==> config.mk <==
export PLATFORM = sky130hd
export DESIGN_NAME = zced_out_queue_flat
export DESIGN_NICKNAME = d
export VERILOG_FILES = /design/src/design/zero_crossing_edge_detect_core_assert.svh /design/src/design/zced_pkg.sv /design/src/design/zced_ifs.sv /design/src/design/zced_out_queue.sv /design/src/flat_wrapper.sv
export SDC_FILE = /design/constraint.sdc
export NUM_CORES = 1
export LEC_CHECK = 0
export BUFFER_PORTS_ARGS = -buffer_cell sky130_fd_sc_hd__buf_2
export CAP_MARGIN = 20
export CORE_MARGIN = 3
export CORE_UTILIZATION = 59
export DETAILED_ROUTE_END_ITERATION = 10
export PLACE_DENSITY_LB_ADDON = 0.15
export SYNTH_ARGS = -nofsm -noshare
export SYNTH_HDL_FRONTEND = slang
export SYNTH_SLANG_ARGS = --single-unit
==> constraint.sdc <==
create_clock -name clk_i -period 5.6 [get_ports clk_i]
set_input_delay 0.84 -clock clk_i [delete_from_list [all_inputs] [get_ports clk_i]]
set_output_delay 0.84 -clock clk_i [all_outputs]
set_load 0.02 [all_outputs]
==> src/design/zero_crossing_edge_detect_core_assert.svh <==
// Assertion macros shared by the zero-crossing edge detector RTL.
// Depends on nothing; each macro expands to nothing when ASSERT_OFF is set.
`ifndef ZERO_CROSSING_EDGE_DETECT_CORE_ASSERT_SVH
`define ZERO_CROSSING_EDGE_DETECT_CORE_ASSERT_SVH

`ifndef ASSERT_OFF
`define ZCED_ASSERT(label, prop, clk, rst_n) \
  label: assert property (@(posedge clk) disable iff (!rst_n) prop) \
    else $error("zced assertion failed");
`define ZCED_ASSERT_ALWAYS(label, prop, clk) \
  label: assert property (@(posedge clk) prop) \
    else $error("zced assertion failed");
`else
`define ZCED_ASSERT(label, prop, clk, rst_n)
`define ZCED_ASSERT_ALWAYS(label, prop, clk)
`endif

`endif

==> src/design/zced_pkg.sv <==
// Types and constants of the zero-crossing edge detector.
// Used by the interfaces, the output queue and the top level.
package zced_pkg;

  localparam int SAMPLE_W   = 16;
  localparam int COORD_W    = 10;
  localparam int DIM_W      = 11;
  localparam int THRESH_W   = 17;
  localparam int EDGE_W     = 8;
  localparam int CFG_IDX_W  = 2;
  localparam int CFG_DATA_W = 17;
  localparam int OUT_DEPTH  = 3;
  localparam int OUT_CNT_W  = 2;

  localparam logic [EDGE_W-1:0]   EDGE_ON      = 8'd255;
  localparam logic [EDGE_W-1:0]   EDGE_OFF     = 8'd0;
  localparam logic [DIM_W-1:0]    DIM_MIN      = 11'd3;
  localparam logic [DIM_W-1:0]    HEIGHT_MAX   = 11'd1024;
  localparam logic [DIM_W-1:0]    WIDTH_RST    = 11'd640;
  localparam logic [DIM_W-1:0]    HEIGHT_RST   = 11'd480;
  localparam logic [THRESH_W-1:0] THRESH_RST   = 17'd256;

  typedef enum logic [CFG_IDX_W-1:0] {
    CFG_WIDTH  = 2'd0,
    CFG_HEIGHT = 2'd1,
    CFG_THRESH = 2'd2
  } cfg_idx_e;

  typedef struct packed {
    logic [EDGE_W-1:0]  edge_value;
    logic [COORD_W-1:0] out_row;
    logic [COORD_W-1:0] out_col;
  } result_t;

  typedef struct packed {
    logic                 full;
    logic [OUT_CNT_W-1:0] count;
  } queue_status_t;

endpackage

==> src/design/zced_ifs.sv <==


interface zced_result_if;
  logic                          valid;
  logic                          ready;
  logic [zced_pkg::EDGE_W-1:0]   edge_value;
  logic [zced_pkg::COORD_W-1:0]  out_row;
  logic [zced_pkg::COORD_W-1:0]  out_col;

  modport source (output valid, output edge_value, output out_row, output out_col,
                  input ready);
  modport sink (input valid, input edge_value, input out_row, input out_col,
                output ready);
endinterface

==> src/design/zced_out_queue.sv <==
// Three-entry result queue that drives the result stream.
// Depends on zced_pkg and zced_result_if.
module zced_out_queue (
  input  logic                    clk_i,
  input  logic                    rst_ni,
  input  logic                    push_i,
  input  zced_pkg::result_t       push_data_i,
  output zced_pkg::queue_status_t status_o,
  zced_result_if.source           out_o
);

  localparam logic [zced_pkg::OUT_CNT_W-1:0] LAST = zced_pkg::OUT_CNT_W'(zced_pkg::OUT_DEPTH - 1);
  localparam logic [zced_pkg::OUT_CNT_W-1:0] FULL = zced_pkg::OUT_CNT_W'(zced_pkg::OUT_DEPTH);

  zced_pkg::result_t                 entry_q [zced_pkg::OUT_DEPTH];
  logic [zced_pkg::OUT_CNT_W-1:0]    wr_ptr_q, wr_ptr_d;
  logic [zced_pkg::OUT_CNT_W-1:0]    rd_ptr_q, rd_ptr_d;
  logic [zced_pkg::OUT_CNT_W-1:0]    count_q, count_d;
  logic                              pop;
  zced_pkg::result_t                 head;

  assign pop  = out_o.valid & out_o.ready;
  assign head = entry_q[rd_ptr_q];

  always_comb begin
    wr_ptr_d = wr_ptr_q;
    rd_ptr_d = rd_ptr_q;
    count_d  = count_q;
    if (push_i) begin
      wr_ptr_d = (wr_ptr_q == LAST) ? '0 : wr_ptr_q + 1'b1;
    end
    if (pop) begin
      rd_ptr_d = (rd_ptr_q == LAST) ? '0 : rd_ptr_q + 1'b1;
    end
    if (push_i && !pop) begin
      count_d = count_q + 1'b1;
    end else if (pop && !push_i) begin
      count_d = count_q - 1'b1;
    end
  end

  always_ff @(posedge clk_i or negedge rst_ni) begin
    if (!rst_ni) begin
      wr_ptr_q <= '0;
      rd_ptr_q <= '0;
      count_q  <= '0;
    end else begin
      wr_ptr_q <= wr_ptr_d;
      rd_ptr_q <= rd_ptr_d;
      count_q  <= count_d;
    end
  end

  always_ff @(posedge clk_i) begin
    if (push_i) begin
      entry_q[wr_ptr_q] <= push_data_i;
    end
  end

  assign out_o.valid      = (count_q != '0);
  assign out_o.edge_value = head.edge_value;
  assign out_o.out_row    = head.out_row;
  assign out_o.out_col    = head.out_col;

  assign status_o.full  = (count_q == FULL);
  assign status_o.count = count_q;

endmodule

==> src/flat_wrapper.sv <==
// flat-port wrapper written by rule: the top's interface ports become plain ports
module zced_out_queue_flat 
  (clk_i, rst_ni, push_i, push_data_i, status_o, out_o_valid, out_o_edge_value, out_o_out_row, out_o_out_col, out_o_ready);
  zced_result_if out_o_i ();
  input  logic clk_i;
  input  logic rst_ni;
  input  logic push_i;
  input  zced_pkg::result_t push_data_i;
  output zced_pkg::queue_status_t status_o;
  output wire logic [$bits(out_o_i.valid)-1:0] out_o_valid;
  output wire logic [$bits(out_o_i.edge_value)-1:0] out_o_edge_value;
  output wire logic [$bits(out_o_i.out_row)-1:0] out_o_out_row;
  output wire logic [$bits(out_o_i.out_col)-1:0] out_o_out_col;
  input wire logic [$bits(out_o_i.ready)-1:0] out_o_ready;
  assign out_o_valid = out_o_i.valid;
  assign out_o_edge_value = out_o_i.edge_value;
  assign out_o_out_row = out_o_i.out_row;
  assign out_o_out_col = out_o_i.out_col;
  assign out_o_i.ready = out_o_ready;
  zced_out_queue u_core (.clk_i(clk_i), .rst_ni(rst_ni), .push_i(push_i), .push_data_i(push_data_i), .status_o(status_o), .out_o(out_o_i));
endmodule
==> results.yml <==
synthesis:
  ys_ff_latch: 90
  synth_warnings: 0
  synth_cell_type_count: 24
  syn-instance-count: 204
  synth_area_um2: 3440
  ys_seq_area_share_pct: 77.7
  avgSynthCellArea_um2: 16.9
  syn_nets: 237
final_layout:
  multi_input_area_um2: 674
  fillers: 398
  utilization_pct: 71.2
  drive_above_1_share_pct: 32.0
  seqCellArea_um2: 2680
  fin_nets: 303
  instances_no_fill: 347
  syn2layout_area_growth_pct: 15.4
  diodes: 0
route:
  drt_first_pass_iters: 4
  wl_per_cell_um: 15.9
  vias_per_cell: 5.25
  drcViolationCount: 0
  dr_total_vias: 1822
  routed_wl_mm: 5.53
  ant_nets: 0
  drtIter0Drc: 88
hold_path:
  worstHoldPathType: "input port to asynchronous set/reset pin"
clock_tree:
  clk_pin_slew_ns: 0.08
  cts_buffers: 9
  htreeDepth: 3
  cts_tree: "yes"
  cts.sinks: 90
  cts_max_path_buffers: 2
  cts_setup_buffers: 0
  cts_resized: 0
  clk_latency_ns: 0.34
  hold_buffers: 0
  root_buffer: "clkbuf_8"
placement:
  gp_congestion: 0.684
  dp_cells: 331
  pre_cts_slack_ns: 3.20
  hpwl_mm: 3.37
  port_buffers: 63
sta:
  rsz0062_at_grt: "false"
  setup_viol: 0
  fmax_mhz: 361
  fin_crit_sh_pct: 49.5
  skew_ns: 0.00709
  fin_ws_ns: 2.83
  period_minus_slack_ns: 2.77
  tightest_slew_ns: 0.984
  drv_slew: 0
  finalSetupTns_ns: 0
  hold_viol_final: 0
  relSlewSlack_pct: 34.4
pwr:
  power_density_nw_per_um2: 525
  internal-power_w: 0.00132
  power.switching_w: 0.000759
  p_comb_share_pct: 30.6
  report.power.total_w: 0.00208
  ir_worst_vdd_mv: 0.337
  swShare_pct: 36.5
  p_leak_nw: 1.49
  power_frac_clock_pct: 20.4
  seqPwrFrac_pct: 49.0
worst_setup_path:
  cp.arrival_ns: 1.93
  r2r_cells: 2
  cp.required_ns: 4.76
  regToRegEndpoint: "u_core.entry_q[0][1]$_DFFE_PP_"
  path_class: "flip-flop to primary output"
  r2r_setup_slack_ns: 3.94
  startpoint_type: "flip-flop"
  end_kind: "primary output"
  r2r-start: "u_core.wr_ptr_q[1]$_DFFE_PN0P_"
  path_max_fanout: 31
global_routing:
  grt_pass1_vias: 1777
  antenna_found_initial: 0
  grt_pass1_wl_mm: 8.55
  grt.total_usage_pct: 18.0
  grt_max_degree: 60
  grt.overflow.total: 0
die:
  dieArea_um2: 6780
  die_y_um: 82.4
  num_io_pins: 64
  die_w_um: 82.4
  core_area_um2: 5570
  initial_utilization_pct: 61.7
  rows: 27
run_status:
  status: "finished clean"
flow_run:
  maxCapViolCount: 0
## layer usage
layer / share of wire (%) / track usage (%)
met5: 0 / 0
met1: 43 / 22.5
met3: 4.8 / 4.56
met2: 52 / 29.6
met4: 0.89 / 8.47
## sequential cells by signal, summed over array words and instances, names as in the netlist
register         cells
u_core.wr_ptr_q      2
u_core.count_q       2
u_core.entry_q      84
u_core.rd_ptr_q      2
## through the flow
step	hold WS, ns	cell area (µm²)
2_1_floorplan	0.488	3440
3_3_place_gp	0.539	3770
3_5_place_dp	0.545	3770
4_1_cts	0.293	3970
5_1_grt	0.289	3970
6_report	0.304	3970
## layout make-up
| class | instances | share of cell area [%] |
|---|---|---|
| Inverter | 1 | 0.0946 |
| Clock buffer | 10 | 3.22 |
| Tap cell | 72 | 2.27 |
| Multi-Input combinational cell | 103 | 17.0 |
| Timing Repair Buffer | 65 | 8.33 |
| Sequential cell | 90 | 67.4 |
| Clock inverter | 6 | 1.67 |
## power groups by stage
stage	clock, W	combinational [W]	sequential, W
2_1_floorplan	0	0.000577	0.000931
3_3_place_gp	0	0.000642	0.00103
3_5_place_dp	0	0.000649	0.00104
4_1_cts	0.000433	0.000650	0.00102
5_1_grt	0.000468	0.000694	0.00104
6_report	0.000425	0.000638	0.00102
## cells in the mapped netlist (all sizes together)
cell	n	area [µm²]
nor3	2	15.0
or2	1	6.26
nor2	2	7.51
clkbuf	2	7.51
o21ai	30	154
nand2	30	113
inv	1	3.75
xnor2	1	8.76
nor3b	1	7.51
edfxtp	84	2520
xor2	2	17.5
nand2b	1	6.26
mux2i	28	280
buf	8	98.8
dfrtp	6	150
a21o	3	22.5
and2	1	6.26
ha	1	12.5
## worst max-delay path by stage
stage / from / to / slack [ns] / depth (start not counted)
after floorplan: push_i / u_core.entry_q[2][0]$_DFFE_PP_ / 2.15 / 2
after global placement: u_core.rd_ptr_q[0]$_DFFE_PN0P_ / out_o_out_col[5] / 3.21 / 3
after detailed placement: u_core.rd_ptr_q[0]$_DFFE_PN0P_ / out_o_out_row[0] / 3.20 / 3
after CTS: u_core.rd_ptr_q[0]$_DFFE_PN0P_ / out_o_out_row[9] / 2.80 / 3
after global routing: u_core.rd_ptr_q[0]$_DFFE_PN0P_ / out_o_out_col[4] / 2.70 / 3
final: u_core.rd_ptr_q[0]$_DFFE_PN0P_ / out_o_out_row[9] / 2.83 / 3
## placed cells by master, fill, tap and decap left out, types with 2 or more instances in the layout
cell and instances:
edfxtp_1 84, dfrtp_1 4, buf_2 63, a21o_1 3, buf_4 2, dfrtp_2 2
xor2_1 2, nand2_1 30, clkbuf_8 9, o21ai_1 28, nor3_2 2, mux2i_1 28
clkinvlp_4 3
## cell families after synthesis
logic type | count (synthesis) | share of synthesized area (%)
simple gates | 38 | 4.69
buf+inv | 11 | 3.20
xor+xnor | 3 | 0.764
mux | 28 | 8.15
fa+ha+maj | 1 | 0.364
compound gates | 33 | 5.13
flops | 90 | 77.7
## critical path, cell delays in order, from the launching register on
cell and delay (ns):
dfrtp_2 0.98, mux2i_1 0.30, o21ai_1 0.09, buf_2 0.20
Power figures use the tool's default switching activity.
